--- config.mk ---
export PLATFORM = sky130hd
export DESIGN_NAME = weighted_route_table_select_core
export DESIGN_NICKNAME = d
export VERILOG_FILES = /design/src/rtl/wrts_pkg.sv /design/src/rtl/wrts_lane.sv /design/src/rtl/wrts_merge.sv /design/src/rtl/wrts_mod.sv /design/src/rtl/weighted_route_table_select_core.sv
export SDC_FILE = /design/constraint.sdc
export NUM_CORES = 2
export LEC_CHECK = 0
export ABC_AREA = 1
export BUFFER_PORTS_ARGS = -buffer_cell sky130_fd_sc_hd__buf_2
export CAP_MARGIN = 0
export CORE_MARGIN = 2
export CORE_UTILIZATION = 40
export CTS_BUF_LIST = sky130_fd_sc_hd__clkbuf_4 sky130_fd_sc_hd__clkbuf_8
export CTS_CLUSTER_DIAMETER = 200
export CTS_CLUSTER_SIZE = 8
export DETAILED_ROUTE_END_ITERATION = 16
export SLEW_MARGIN = 10
export SYNTH_ARGS = -nofsm -noshare
export SYNTH_HDL_FRONTEND = slang
export SYNTH_HIERARCHICAL = 1
export SYNTH_SLANG_ARGS = --single-unit
--- constraint.sdc ---
create_clock -name clk -period 7 [get_ports clk]
set_input_delay 1.05 -clock clk [delete_from_list [all_inputs] [get_ports clk]]
set_output_delay 1.05 -clock clk [all_outputs]
set_load 0.1 [all_outputs]
--- src/rtl/wrts_pkg.sv ---
// Shared types, constants and helpers for the weighted route table selector.
// Used by the lanes, the merge stage, the remainder unit, the top level and the checker.
// Depends on nothing else.
package wrts_pkg;

  // Default sizes of the tables.
  localparam int NUM_LINKS_DEF   = 8;
  localparam int NUM_VNETS_DEF   = 4;
  localparam int NUM_NODES_DEF   = 64;
  localparam int WEIGHT_BITS_DEF = 16;

  // Pick LFSR: Galois form, x^16+x^14+x^13+x^11+1.
  localparam int                LFSR_W    = 16;
  localparam logic [LFSR_W-1:0] LFSR_TAPS = 16'hB400;
  localparam logic [LFSR_W-1:0] LFSR_SEED = 16'h0001;

  // Remainder unit retires this many dividend bits per cycle.
  localparam int DIV_STEP_BITS = 4;

  // Free VC counts arrive as one nibble per link for the first links only.
  localparam int FREE_BITS  = 4;
  localparam int FREE_LANES = 8;

  // Configuration port.
  localparam int CFG_ADDR_W  = 3;
  localparam int REG_ORDERED = 0;

  typedef enum logic [1:0] {
    MODE_MASK_WR   = 2'd0,
    MODE_WEIGHT_WR = 2'd1,
    MODE_TABLE     = 2'd2,
    MODE_ADAPT     = 2'd3
  } mode_t;

  // Stage enables that the sequencer hands to the lanes and the merge stage.
  typedef struct packed {
    logic hit_en;
    logic min_en;
    logic cand_en;
    logic sum_en;
  } stage_ctl_t;

  // One step of the pick LFSR.
  function automatic logic [LFSR_W-1:0] lfsr_next(input logic [LFSR_W-1:0] cur);
    logic [LFSR_W-1:0] shifted;
    shifted = cur >> 1;
    return cur[0] ? (shifted ^ LFSR_TAPS) : shifted;
  endfunction

endpackage

--- src/rtl/wrts_lane.sv ---
// One output-link lane: the link's route masks for every vnet, its weight,
// and the per-link hit and candidate flags. Depends on wrts_pkg.
module wrts_lane
  import wrts_pkg::*;
#(
  parameter int NUM_VNETS   = NUM_VNETS_DEF,
  parameter int NUM_NODES   = NUM_NODES_DEF,
  parameter int WEIGHT_BITS = WEIGHT_BITS_DEF,
  parameter int LANE        = 0,
  localparam int VNET_AW    = (NUM_VNETS > 1) ? $clog2(NUM_VNETS) : 1
) (
  input  logic                   clk,
  input  logic                   rst,
  input  stage_ctl_t             ctl,
  input  logic                   mask_wr,
  input  logic                   weight_wr,
  input  logic [2:0]             wr_link,
  input  logic [VNET_AW-1:0]     wr_vnet,
  input  logic [NUM_NODES-1:0]   wr_mask,
  input  logic [WEIGHT_BITS-1:0] wr_weight,
  input  logic                   look_ok,
  input  logic [VNET_AW-1:0]     look_vnet,
  input  logic [NUM_NODES-1:0]   look_dest,
  input  logic [WEIGHT_BITS-1:0] floor_weight,
  output logic                   hit,
  output logic                   cand,
  output logic [WEIGHT_BITS-1:0] weight
);

  logic [NUM_NODES-1:0] masks [NUM_VNETS];
  logic                 sel;

  // This lane owns writes addressed to its link.
  assign sel = (int'(wr_link) == LANE);

  // Table storage and the two lookup flags.
  always_ff @(posedge clk) begin
    if (rst) begin
      for (int v = 0; v < NUM_VNETS; v++) begin
        masks[v] <= '0;
      end
      weight <= '0;
      hit    <= 1'b0;
      cand   <= 1'b0;
    end else begin
      if (mask_wr && sel) begin
        masks[wr_vnet] <= wr_mask;
      end
      if (weight_wr && sel) begin
        weight <= wr_weight;
      end
      if (ctl.hit_en) begin
        hit <= look_ok && (|(masks[look_vnet] & look_dest));
      end
      if (ctl.cand_en) begin
        cand <= hit && (weight == floor_weight);
      end
    end
  end

endmodule

--- src/rtl/wrts_merge.sv ---
// Merge stage: minimum weight over hitting lanes, candidate count, the
// adaptive pick and the n-th candidate pick. Depends on wrts_pkg.
module wrts_merge
  import wrts_pkg::*;
#(
  parameter int NUM_LINKS   = NUM_LINKS_DEF,
  parameter int WEIGHT_BITS = WEIGHT_BITS_DEF,
  localparam int LINK_AW    = (NUM_LINKS > 1) ? $clog2(NUM_LINKS) : 1,
  localparam int CNT_W      = $clog2(NUM_LINKS + 1)
) (
  input  logic                   clk,
  input  logic                   rst,
  input  stage_ctl_t             ctl,
  input  logic [NUM_LINKS-1:0]   hits,
  input  logic [WEIGHT_BITS-1:0] weights [NUM_LINKS],
  input  logic [NUM_LINKS-1:0]   cands,
  input  logic [31:0]            free_vcs,
  input  logic [CNT_W-1:0]       target,
  output logic [WEIGHT_BITS-1:0] floor_weight,
  output logic [CNT_W-1:0]       count,
  output logic [LINK_AW-1:0]     adapt_sel,
  output logic [LINK_AW-1:0]     pick_sel
);

  localparam int LEVELS = LINK_AW;
  localparam int P      = 1 << LINK_AW;

  logic [FREE_BITS-1:0]   lane_free [NUM_LINKS];
  logic [WEIGHT_BITS-1:0] mw [LEVELS+1][P];
  logic                   mv [LEVELS+1][P];
  logic [FREE_BITS-1:0]   fw [LEVELS+1][P];
  logic [LINK_AW-1:0]     fi [LEVELS+1][P];
  logic                   fv [LEVELS+1][P];
  logic [CNT_W-1:0]       count_c;

  // Free VC nibble of each link; links past the nibble field have none.
  for (genvar g = 0; g < NUM_LINKS; g++) begin : g_free
    if (g < FREE_LANES) begin : g_on
      assign lane_free[g] = free_vcs[FREE_BITS*g +: FREE_BITS];
    end else begin : g_off
      assign lane_free[g] = '0;
    end
  end

  // Minimum weight tree over the hitting lanes.
  always_comb begin
    for (int l = 0; l <= LEVELS; l++) begin
      for (int j = 0; j < P; j++) begin
        mw[l][j] = '0;
        mv[l][j] = 1'b0;
      end
    end
    for (int j = 0; j < NUM_LINKS; j++) begin
      mw[0][j] = weights[j];
      mv[0][j] = hits[j];
    end
    for (int l = 0; l < LEVELS; l++) begin
      for (int j = 0; j < (P >> (l + 1)); j++) begin
        if (mv[l][2*j] && (!mv[l][2*j+1] || mw[l][2*j] <= mw[l][2*j+1])) begin
          mw[l+1][j] = mw[l][2*j];
          mv[l+1][j] = mv[l][2*j];
        end else begin
          mw[l+1][j] = mw[l][2*j+1];
          mv[l+1][j] = mv[l][2*j+1];
        end
      end
    end
  end

  // Most free VCs among the candidates; the lower link wins a tie.
  always_comb begin
    for (int l = 0; l <= LEVELS; l++) begin
      for (int j = 0; j < P; j++) begin
        fw[l][j] = '0;
        fi[l][j] = '0;
        fv[l][j] = 1'b0;
      end
    end
    for (int j = 0; j < NUM_LINKS; j++) begin
      fw[0][j] = lane_free[j];
      fi[0][j] = LINK_AW'(j);
      fv[0][j] = cands[j];
    end
    for (int l = 0; l < LEVELS; l++) begin
      for (int j = 0; j < (P >> (l + 1)); j++) begin
        if (fv[l][2*j] && (!fv[l][2*j+1] || fw[l][2*j] >= fw[l][2*j+1])) begin
          fw[l+1][j] = fw[l][2*j];
          fi[l+1][j] = fi[l][2*j];
          fv[l+1][j] = fv[l][2*j];
        end else begin
          fw[l+1][j] = fw[l][2*j+1];
          fi[l+1][j] = fi[l][2*j+1];
          fv[l+1][j] = fv[l][2*j+1];
        end
      end
    end
  end

  // Number of candidates.
  always_comb begin
    count_c = '0;
    for (int i = 0; i < NUM_LINKS; i++) begin
      count_c = count_c + CNT_W'(cands[i]);
    end
  end

  // Candidate number target in ascending link order.
  always_comb begin : pick_blk
    logic [CNT_W-1:0] seen;
    logic             found;
    seen     = '0;
    found    = 1'b0;
    pick_sel = '0;
    for (int i = 0; i < NUM_LINKS; i++) begin
      if (cands[i] && !found) begin
        if (seen == target) begin
          pick_sel = LINK_AW'(i);
          found    = 1'b1;
        end
        seen = seen + CNT_W'(1);
      end
    end
  end

  // Registered merge results.
  always_ff @(posedge clk) begin
    if (rst) begin
      floor_weight <= '0;
      count        <= '0;
      adapt_sel    <= '0;
    end else begin
      if (ctl.min_en) begin
        floor_weight <= mw[LEVELS][0];
      end
      if (ctl.sum_en) begin
        count     <= count_c;
        adapt_sel <= fi[LEVELS][0];
      end
    end
  end

endmodule

--- src/rtl/wrts_mod.sv ---
// Iterative remainder unit: pick LFSR value modulo the candidate count,
// a few dividend bits per cycle. Depends on wrts_pkg.
module wrts_mod
  import wrts_pkg::*;
#(
  parameter int DIVISOR_W = 4
) (
  input  logic                 clk,
  input  logic                 rst,
  input  logic                 start,
  input  logic [LFSR_W-1:0]    dividend,
  input  logic [DIVISOR_W-1:0] divisor,
  output logic                 done,
  output logic [DIVISOR_W-1:0] rem
);

  localparam int STEPS   = LFSR_W / DIV_STEP_BITS;
  localparam int STEP_CW = $clog2(STEPS + 1);

  logic [LFSR_W-1:0]    num;
  logic [DIVISOR_W-1:0] div_q;
  logic [STEP_CW-1:0]   left;
  logic [DIVISOR_W-1:0] rem_next;

  // Restoring remainder over the next few dividend bits.
  always_comb begin : step_blk
    logic [DIVISOR_W:0] r;
    r = {1'b0, rem};
    for (int b = 0; b < DIV_STEP_BITS; b++) begin
      r = {r[DIVISOR_W-1:0], num[LFSR_W-1-b]};
      if (r >= {1'b0, div_q}) begin
        r = r - {1'b0, div_q};
      end
    end
    rem_next = r[DIVISOR_W-1:0];
  end

  // Step counter and completion pulse.
  always_ff @(posedge clk) begin
    if (rst) begin
      left <= '0;
      done <= 1'b0;
    end else begin
      done <= 1'b0;
      if (start) begin
        left <= STEP_CW'(STEPS);
      end else if (left != '0) begin
        left <= left - STEP_CW'(1);
        if (left == STEP_CW'(1)) begin
          done <= 1'b1;
        end
      end
    end
  end

  // Dividend, divisor and partial remainder.
  always_ff @(posedge clk) begin
    if (start) begin
      num   <= dividend;
      div_q <= divisor;
      rem   <= '0;
    end else if (left != '0) begin
      num <= num << DIV_STEP_BITS;
      rem <= rem_next;
    end
  end

endmodule

--- src/rtl/weighted_route_table_select_core.sv ---
// Lookups: an adaptive lookup, an ordered-vnet lookup or a lookup with no route gives its
// word from the decide state, after the look, min, cand and sum states; busy holds off new words.
// A table lookup on an unordered vnet goes on through the four-step remainder unit that
// reduces the pick LFSR modulo the candidate count, and gives its word when that unit is done.
// Write words do not make the block busy. The receiver cannot stall; done pulses for one cycle.
// Reset clears masks, weights and ordered_vnets, sets the pick LFSR to one; no clearing pass.
module weighted_route_table_select_core
  import wrts_pkg::*;
#(
  parameter int NUM_LINKS   = NUM_LINKS_DEF,
  parameter int NUM_VNETS   = NUM_VNETS_DEF,
  parameter int NUM_NODES   = NUM_NODES_DEF,
  parameter int WEIGHT_BITS = WEIGHT_BITS_DEF
) (
  input  logic                  clk,
  input  logic                  rst,
  input  logic                  start,
  output logic                  busy,
  input  logic [1:0]            mode,
  input  logic [1:0]            vnet,
  input  logic [2:0]            link,
  input  logic [63:0]           dest_mask,
  input  logic [15:0]           weight,
  input  logic [31:0]           free_vcs,
  output logic                  done,
  output logic [2:0]            out_link,
  output logic                  no_route,
  input  logic                  psel,
  input  logic                  penable,
  input  logic                  pwrite,
  input  logic [CFG_ADDR_W-1:0] paddr,
  input  logic [31:0]           pwdata,
  output logic [31:0]           prdata,
  output logic                  pready
);

  localparam int VNET_AW = (NUM_VNETS > 1) ? $clog2(NUM_VNETS) : 1;
  localparam int LINK_AW = (NUM_LINKS > 1) ? $clog2(NUM_LINKS) : 1;
  localparam int CNT_W   = $clog2(NUM_LINKS + 1);

  typedef enum logic [2:0] {
    S_IDLE,
    S_LOOK,
    S_MIN,
    S_CAND,
    S_SUM,
    S_DECIDE,
    S_DIV
  } state_t;

  state_t                 state;
  stage_ctl_t             ctl;
  logic                   accept;
  logic                   lookup_acc;
  logic                   in_vnet_ok;
  logic                   mask_wr;
  logic                   weight_wr;
  logic [VNET_AW-1:0]     in_vnet;
  logic [NUM_NODES-1:0]   in_dest;
  logic [WEIGHT_BITS-1:0] in_weight;
  logic [3:0]             ordered_vnets;
  logic [LFSR_W-1:0]      lfsr;
  logic                   cfg_wr;
  logic                   cfg_hit;

  // Request captured for the lookup in flight.
  logic [VNET_AW-1:0]     req_vnet;
  logic                   req_ok;
  logic [NUM_NODES-1:0]   req_dest;
  logic [31:0]            req_free;
  logic                   req_adapt;
  logic                   req_ordered;
  logic [LFSR_W-1:0]      lfsr_snap;

  // Lane and merge signals.
  logic [NUM_LINKS-1:0]   lane_hit;
  logic [NUM_LINKS-1:0]   lane_cand;
  logic [WEIGHT_BITS-1:0] lane_weight [NUM_LINKS];
  logic [WEIGHT_BITS-1:0] floor_weight;
  logic [CNT_W-1:0]       count;
  logic [LINK_AW-1:0]     adapt_sel;
  logic [LINK_AW-1:0]     pick_sel;
  logic [CNT_W-1:0]       target;
  logic                   div_start;
  logic                   div_done;
  logic [CNT_W-1:0]       div_rem;

  // Input handshake and write decode.
  assign busy       = (state != S_IDLE);
  assign accept     = start && !busy;
  assign lookup_acc = accept && (mode inside {MODE_TABLE, MODE_ADAPT});
  assign in_vnet_ok = (int'(vnet) < NUM_VNETS);
  assign mask_wr    = accept && (mode == MODE_MASK_WR) && in_vnet_ok;
  assign weight_wr  = accept && (mode == MODE_WEIGHT_WR);
  assign in_vnet    = VNET_AW'(vnet);
  assign in_dest    = dest_mask[NUM_NODES-1:0];
  assign in_weight  = WEIGHT_BITS'(weight);

  // Configuration port.
  assign pready  = 1'b1;
  assign cfg_hit = (paddr[CFG_ADDR_W-1:2] == (CFG_ADDR_W-2)'(REG_ORDERED));
  assign cfg_wr  = psel && penable && pwrite && pready && cfg_hit;
  assign prdata  = cfg_hit ? {28'd0, ordered_vnets} : 32'd0;

  always_ff @(posedge clk) begin
    if (rst) begin
      ordered_vnets <= '0;
    end else if (cfg_wr) begin
      ordered_vnets <= pwdata[3:0];
    end
  end

  // Pick LFSR steps once per accepted table lookup.
  always_ff @(posedge clk) begin
    if (rst) begin
      lfsr <= LFSR_SEED;
    end else if (accept && (mode == MODE_TABLE)) begin
      lfsr <= lfsr_next(lfsr);
    end
  end

  // Capture the lookup request.
  always_ff @(posedge clk) begin
    if (lookup_acc) begin
      req_vnet    <= in_vnet;
      req_ok      <= in_vnet_ok;
      req_dest    <= in_dest;
      req_free    <= free_vcs;
      req_adapt   <= (mode == MODE_ADAPT);
      req_ordered <= ordered_vnets[vnet];
      lfsr_snap   <= lfsr;
    end
  end

  // Stage enables for the lanes and the merge stage.
  always_comb begin
    ctl         = '0;
    ctl.hit_en  = (state == S_LOOK);
    ctl.min_en  = (state == S_MIN);
    ctl.cand_en = (state == S_CAND);
    ctl.sum_en  = (state == S_SUM);
  end

  assign div_start = (state == S_DECIDE) && (count != '0) && !req_adapt && !req_ordered;
  assign target    = (state == S_DIV) ? div_rem : '0;

  // One lane per output link.
  for (genvar g = 0; g < NUM_LINKS; g++) begin : g_lane
    wrts_lane #(
      .NUM_VNETS  (NUM_VNETS),
      .NUM_NODES  (NUM_NODES),
      .WEIGHT_BITS(WEIGHT_BITS),
      .LANE       (g)
    ) u_lane (
      .clk         (clk),
      .rst         (rst),
      .ctl         (ctl),
      .mask_wr     (mask_wr),
      .weight_wr   (weight_wr),
      .wr_link     (link),
      .wr_vnet     (in_vnet),
      .wr_mask     (in_dest),
      .wr_weight   (in_weight),
      .look_ok     (req_ok),
      .look_vnet   (req_vnet),
      .look_dest   (req_dest),
      .floor_weight(floor_weight),
      .hit         (lane_hit[g]),
      .cand        (lane_cand[g]),
      .weight      (lane_weight[g])
    );
  end

  wrts_merge #(
    .NUM_LINKS  (NUM_LINKS),
    .WEIGHT_BITS(WEIGHT_BITS)
  ) u_merge (
    .clk         (clk),
    .rst         (rst),
    .ctl         (ctl),
    .hits        (lane_hit),
    .weights     (lane_weight),
    .cands       (lane_cand),
    .free_vcs    (req_free),
    .target      (target),
    .floor_weight(floor_weight),
    .count       (count),
    .adapt_sel   (adapt_sel),
    .pick_sel    (pick_sel)
  );

  wrts_mod #(
    .DIVISOR_W(CNT_W)
  ) u_mod (
    .clk     (clk),
    .rst     (rst),
    .start   (div_start),
    .dividend(lfsr_snap),
    .divisor (count),
    .done    (div_done),
    .rem     (div_rem)
  );

  // Lookup sequencer and result word.
  always_ff @(posedge clk) begin
    if (rst) begin
      state    <= S_IDLE;
      done     <= 1'b0;
      out_link <= '0;
      no_route <= 1'b0;
    end else begin
      done <= 1'b0;
      case (state)
        S_IDLE: begin
          if (lookup_acc) begin
            state <= S_LOOK;
          end
        end
        S_LOOK:   state <= S_MIN;
        S_MIN:    state <= S_CAND;
        S_CAND:   state <= S_SUM;
        S_SUM:    state <= S_DECIDE;
        S_DECIDE: begin
          if (count == '0) begin
            done     <= 1'b1;
            out_link <= '0;
            no_route <= 1'b1;
            state    <= S_IDLE;
          end else if (req_adapt) begin
            done     <= 1'b1;
            out_link <= 3'(adapt_sel);
            no_route <= 1'b0;
            state    <= S_IDLE;
          end else if (req_ordered) begin
            done     <= 1'b1;
            out_link <= 3'(pick_sel);
            no_route <= 1'b0;
            state    <= S_IDLE;
          end else begin
            state <= S_DIV;
          end
        end
        S_DIV: begin
          if (div_done) begin
            done     <= 1'b1;
            out_link <= 3'(pick_sel);
            no_route <= 1'b0;
            state    <= S_IDLE;
          end
        end
        default: state <= S_IDLE;
      endcase
    end
  end

endmodule

# Word-level counts from Yosys, hierarchy flattened
# Memories as Yosys holds them, arrays and structs flattened. A register that Yosys moved wholly into a read port is not among the register bits.
# Cells that the tools add are included.
[word_totals] elab_cells=421 register_bits=339 ram_bits=2048 mem_count=8 output_inout_bits=39 inputBits=160
[classes] bitwise=11 n_reduce_logical=125 n_eq_ne=35 n_lt_le_gt_ge=19 muxes=160 n_addsub=18
[mem_list] memory="g_lane[0].u_lane.masks" depth=4 word_bits=64 read_ports=1 rd_clocked_by_memory_dff=1 wr=4 line_no="wrts_lane.sv:30" text="logic [NUM_NODES-1:0] masks [NUM_VNETS];"
[mem_list] memory="g_lane[1].u_lane.masks" depth=4 word_bits=64 read_ports=1 rd_clocked_by_memory_dff=1 wr=4 line_no="wrts_lane.sv:30"
[mem_list] memory="g_lane[2].u_lane.masks" depth=4 word_bits=64 read_ports=1 rd_clocked_by_memory_dff=1 wr=4 line_no="wrts_lane.sv:30"
[mem_list] memory="g_lane[3].u_lane.masks" depth=4 word_bits=64 read_ports=1 rd_clocked_by_memory_dff=1 wr=4 line_no="wrts_lane.sv:30"
[mem_list] memory="g_lane[4].u_lane.masks" depth=4 word_bits=64 read_ports=1 rd_clocked_by_memory_dff=1 wr=4 line_no="wrts_lane.sv:30"
[mem_list] memory="g_lane[5].u_lane.masks" depth=4 word_bits=64 read_ports=1 rd_clocked_by_memory_dff=1 wr=4 line_no="wrts_lane.sv:30"
[mem_list] memory="+2 memories"
[ops] op="$reduce_or 64->1" n=16
[ops] op="$and 64x64->64" n=8
[ops] op="$mux 64" n=8
[ops] op="$mux 16" n=10
[ops] op="$eq 16x16->1" n=8
[ops] op="$le 16x16->1" n=7
[ops] op="$mux 1" n=76
[ops] op="$mux 3" n=25
[ops] op="$mux 4" n=18
[ops] op="$logic_and 1x1->1" n=56
[ops] op="$mux 2" n=18
[ops] op="$ge 4x4->1" n=7
[ops] op="$add 4x1->4" n=6
[ops] op="$eq 4x4->1" n=6
[ops] op="$logic_not 1->1" n=24
[ops] op="$eq 3x3->1 const B" n=7
[ops] op="$pmux 3 s7" n=1
[ops] op="$add 4x1->4 const B" n=5
[ops] op="$ge 5x4->1" n=4
[ops] op="$sub 4x4->4" n=4
[ops] op="$logic_or 1x1->1" n=14
[ops] op="$eq 3x2->1 const B" n=4
[ops] op="$eq 3x1->1 const B" n=3
[ops] op="$logic_not 4->1" n=2
[ops] op="other kinds (24)" n=31

# Depth between registers and ports, before layout
[depth] word_depth=30 ltp_mapped=44 mapped_depth_nobuf=42

# Hierarchy
# The synthesis kept the hierarchy.
[modules_own_cells] module="wrts_lane (g_lane[5].u_lane ...)" seq_area_each_um2=8047.7 instances=2 cells_each=1475 area_each_um2=12916.1
[modules_own_cells] module="wrts_lane (g_lane[4].u_lane)" seq_area_each_um2=8047.7 instances=1 cells_each=1480 area_each_um2=12991.2
[modules_own_cells] module="wrts_lane (g_lane[1].u_lane)" seq_area_each_um2=8047.7 instances=1 cells_each=1473 area_each_um2=12929.9
[modules_own_cells] module="wrts_lane (g_lane[2].u_lane)" seq_area_each_um2=8047.7 instances=1 cells_each=1467 area_each_um2=12922.4
[modules_own_cells] module="wrts_lane (g_lane[3].u_lane)" seq_area_each_um2=8047.7 instances=1 cells_each=1473 area_each_um2=12886.1
[modules_own_cells] module="wrts_lane (g_lane[0].u_lane)" seq_area_each_um2=8047.7 instances=1 cells_each=1472 area_each_um2=12883.6
[modules_own_cells] module="wrts_lane (g_lane[7].u_lane)" seq_area_each_um2=8047.7 instances=1 cells_each=1466 area_each_um2=12873.6
[modules_own_cells] module="wrts_merge" seq_area_each_um2=460.4 instances=1 cells_each=1204 area_each_um2=7160.6
[modules_own_cells] module="weighted_route_table_select_core" seq_area_each_um2=4043.9 instances=1 cells_each=356 area_each_um2=5111.2
[modules_own_cells] module="wrts_mod" seq_area_each_um2=760.7 instances=1 cells_each=255 area_each_um2=2060.7

# Least setup slack after synthesis
# Ideal clock, no wire load.
[synth_path] path_kind="input port to flip-flop" start="input port start" end="memory g_lane[4].u_lane/masks[3][0] in the netlist's numbering, enable pin" required_ns=6.419 setup_ns=0.581 arrival_time_ns=6.959 setup_slack_ns=-0.540 n_path_buf=0 stages=4 cell_sequence="nand3_1 -> nor3_1 -> nand3_1 -> o31ai_1"
[synth_lines] element="from (decl)" line_no="weighted_route_table_select_core.sv:17" text="input logic start,"
[synth_lines] element="to (decl)" line_no="wrts_lane.sv:30"

# Worst setup path after layout
[layout_path] start="register g_lane[1].u_lane.weight[3]" end="register u_merge.floor_weight[4]"
[layout_between] elab_chain_len=12 elab_cells_between_ends=14 cone_classes="order compare (3); mux (5); reduce/logical (6)"
[layout_rtl] element="from (decl)" line_no="wrts_lane.sv:27" text="output logic [WEIGHT_BITS-1:0] weight"
[layout_rtl] element="from (signal assigned)" line_no="wrts_lane.sv:50" text="weight <= wr_weight;"
[layout_rtl] element="$le 16x16->1" line_no="wrts_merge.sv:59" text="if (mv[l][2*j] && (!mv[l][2*j+1] || mw[l][2*j] <= mw[l][2*j+1])) begin"
[layout_rtl] element="$logic_or 1x1->1" line_no="wrts_merge.sv:59"
[layout_rtl] element="$logic_and 1x1->1" line_no="wrts_merge.sv:59"
[layout_rtl] element="$mux 16" line_no="wrts_merge.sv:59"
[layout_rtl] element="$le 16x16->1" line_no="wrts_merge.sv:59"
[layout_rtl] element="$logic_or 1x1->1" line_no="wrts_merge.sv:59"
[layout_rtl] element="$logic_and 1x1->1" line_no="wrts_merge.sv:59"
[layout_rtl] element="$mux 16" line_no="wrts_merge.sv:59"
[layout_rtl] element="$le 16x16->1" line_no="wrts_merge.sv:59"
[layout_rtl] element="$logic_or 1x1->1" line_no="wrts_merge.sv:59"
[layout_rtl] element="$logic_and 1x1->1" line_no="wrts_merge.sv:59"
[layout_rtl] element="$mux 16 (*)" line_no="wrts_merge.sv:59"
[layout_rtl] element="to (signal assigned)" line_no="wrts_merge.sv:133" text="floor_weight <= mw[LEVELS][0];"
[layout_rtl] element="to (decl)" line_no="wrts_merge.sv:19" text="output logic [WEIGHT_BITS-1:0] floor_weight,"
# Every way passes the cells marked *; elsewhere a longest branch is shown, timed or not.
# A chain may end at the register's enable or synchronous reset.

==> results.yml <==
timing:
  setup_ws_ns: 0.708
  maxSlewViolCount: 0
  hold_viol: 0
  fin_crit_sh_pct: 89.9
  relSlewSlack_pct: 19.5
  finalSetupTns_ns: 0
  setup_viol: 0
  worstMarginPinSlew_ns: 1.21
  min_period_ns: 6.29
  fmax_mhz: 159
  fin_worst_skew_ns: 0.111
  rsz0062_at_grt: "no"
place:
  place_congestion: 0.903
  io_buffers: 139
  dpl.hpwl_mm: 214
  pre_cts_slack_ns: 0.755
critical_path:
  worstPathRequired_ns: 7.84
  arrival_ns: 7.13
  startpoint_type: "flip-flop"
  worstSetupPathType: "flip-flop to flip-flop"
  path_delay_family: "compound AO/OA/AOI/OAI gates"
  cpPeakStageDelay_ns: 0.45
  cp_num_buf_inv: 5
  cp-end-kind: "flip-flop"
  crit_slowest_cell: "nand2_1"
  cp_max_fo: 19
  crit_top_cell: "nand2_1"
yosys:
  ys_types: 57
  synth_enable_flop_cells: 2184
  synthArstFlopShare_pct: 0
  synth_seq_area_share_pct: 59.2
  netlist_area_mm2: 0.118
  synth_flop_cell: "edfxtp_1"
  synthCells: 13600
  synth.area.top_cells: "edfxtp_1, nand2_1, nor2_1, inv_1, dfxtp_1"
  ys_ff_latch: 2387
  synthMostInstantiatedCell: "nand2_1"
  yosys-top-cells-count: "nand2_1, nor2_1, edfxtp_1"
  syn_avg_cell_area_um2: 8.65
  synth_top_area_cell: "edfxtp_1"
  yosysTopAreaCellShare_pct: 55.7
  yosys_warnings: 6
cells_and_area:
  area_growth_pct: 8.24
  utilization_pct: 43.4
  nets: 14000
  fill_cells: 29000
  drive_above_1_share_pct: 6.56
detailed_routing:
  first_pass_iters: 6
  num_vias: 90100
  route.detailed.drc: 0
  drtIter0Drc: 7980
  ant_nets: 0
  wl_mm: 365
  via_per_inst: 5.11
  wl_per_cell_um: 20.7
worst_hold_path:
  hold_path.class: "primary input to flip-flop"
cts:
  worstSkewPairLatency_ns: 1.03
  cts_setup_buffers: 0
  cts_resized: 0
  clk_pin_slew_worst_paths_ns: 0.07
  cts_tree: "done"
  cts_buffer_depth: 4
  cts_buffers: 340
  cts_num_sinks: 2387
  hold_buffers: 0
  clock-root-buffer: "clkbuf_8"
  ctsHtreeMaxLevel: 5
global_routing:
  grt_pass1_wl_mm: 534
  grt_pass1_vias: 83800
  overflow: 0
  antenna_found_initial: 25
  grt.total_usage_pct: 23.8
  grt_start_max_net_pins: 143
power_and_ir_drop:
  p_leak_nw: 57.1
  vdd_drop_max_mv: 0.219
  cellPowerDensity_mw_per_mm2: 262
job:
  drv_cap: 0
floorplanning:
  ioPinCount: 199
  row_count: 199
  die_height_um: 546
  initial_utilization_pct: 40.1
  die-area_mm2: 0.298
  die_width_um: 546
  design.core.area_mm2: 0.293
outcome:
  status: "finished, final reports clean"
-- layout make-up --
class / instances / area, µm² / share of cell area (%)
inverters: 1667 / 6280 / 4.93
repair buffers: 330 / 2330 / 1.83
clock buffers: 382 / 5040 / 3.96
diodes: 11 / 27.5 / 0.0216
flip-flops and latches: 2387 / 69600 / 54.7
multi-input cells: 8905 / 39000 / 30.6
clock inverters: 15 / 146 / 0.115
well taps: 3919 / 4900 / 3.85
-- sequential cells by signal (all words and copies together), names as in the netlist, 4 cells and up --
| signal | count |
|---|---|
| req_free | 32 |
| lfsr | 16 |
| g_lane.u_lane/masks | 2048 |
| g_lane.u_lane/weight | 128 |
| u_mod/num | 16 |
| u_merge/count | 4 |
| g_lane.u_lane/cand | 8 |
| u_mod/div_q | 4 |
| u_mod/rem | 4 |
| u_merge/floor_weight | 16 |
| req_dest | 64 |
| lfsr_snap | 16 |
| g_lane.u_lane/hit | 8 |
| ordered_vnets | 4 |
-- final timing paths --
| path | startpoint | end | slack (ns) | cells after the start |
|---|---|---|---|---|
| worst max-delay path | g_lane[1].u_lane/weight[3] | u_merge/floor_weight[4] | 0.71 | 37 |
| worst min-delay path | free_vcs[7] | req_free[7] | 0.29 | 1 |
| worst max register to register | g_lane[1].u_lane/weight[3] | u_merge/floor_weight[4] | 0.71 | 37 |
| worst min register to register | lfsr[15] | lfsr_snap[15] | 0.45 | 0 |
-- where the power goes --
part           internal [mW]  switching (mW)
Combinational           2.00            4.75
Clock                   4.63            5.15
Sequential              16.2           0.565
Total                   22.9            10.5
-- placed cells by master, fill, tap and decap left out, types with 8 or more instances in the layout --
cell       count
nand2_4       47
inv_4         10
clkbuf_8     347
diode_2       11
nand2_1     3881
nand3_4       13
nand3_1      487
clkbuf_4      35
nor2_1      2872
nor3_1       174
o2111ai_1     10
nand4_1       27
conb_1        37
xor2_1        66
xnor2_1       24
buf_12        16
o211ai_1      10
nand3b_1      26
ha_1         168
o21ai_0      454
fa_1           8
o21a_1        27
buf_4        175
and2_1        17
edfxtp_1    2184
nor4_1        24
or2_2         16
inv_2         22
inv_1       1627
a211oi_1      19
dfxtp_1      203
a21oi_1      206
o21ai_1      197
nand2_2       22
o22ai_1       11
buf_2        139
-- routing by layer --
| layer | track usage [%] | routed length [µm] | share of wire (%) | vias to the layer above |
|---|---|---|---|---|
| met5 | 0 | 34 | 0.0093 | - |
| met4 | 10.1 | 16300 | 4.5 | 6 |
| met3 | 3.37 | 26400 | 7.2 | 703 |
| met2 | 39.6 | 172000 | 47 | 3283 |
| met1 | 30.9 | 151000 | 41 | 43200 |
| li1 | - | - | - | 42900 |
-- worst register-to-register path, delay by kind of cell (launching register included) --
family	cells	cell delay, ns
compound gates	14	2.22
simple gates	15	1.89
flops	1	0.37
buf+inv	5	0.89
fa+ha+maj	3	0.78
-- stage by stage --
step                power [mW]  instances  hold slack (ns)  area (µm²)
global route              34.9      17600            0.224      127000
floorplan                 21.7      13600            0.426      118000
CTS                       33.5      17600            0.208      127000
detailed placement        23.8      17200            0.436      122000
global placement          23.7      17200            0.433      122000
finish                    33.3      17600            0.294      127000
-- cells by family after synthesis --
group	after synthesis	share of synthesized area [%]
and+or+nand+nor	7637	25.6
DFF	2387	59.2
buffers and inverters	2339	8.23
AOI/OAI and AO/OA	965	4.33
adders and majority gates	176	1.92
xor gates and xnor gates	90	0.670
other	2	0.00638
Power figures use the tool's default switching activity.
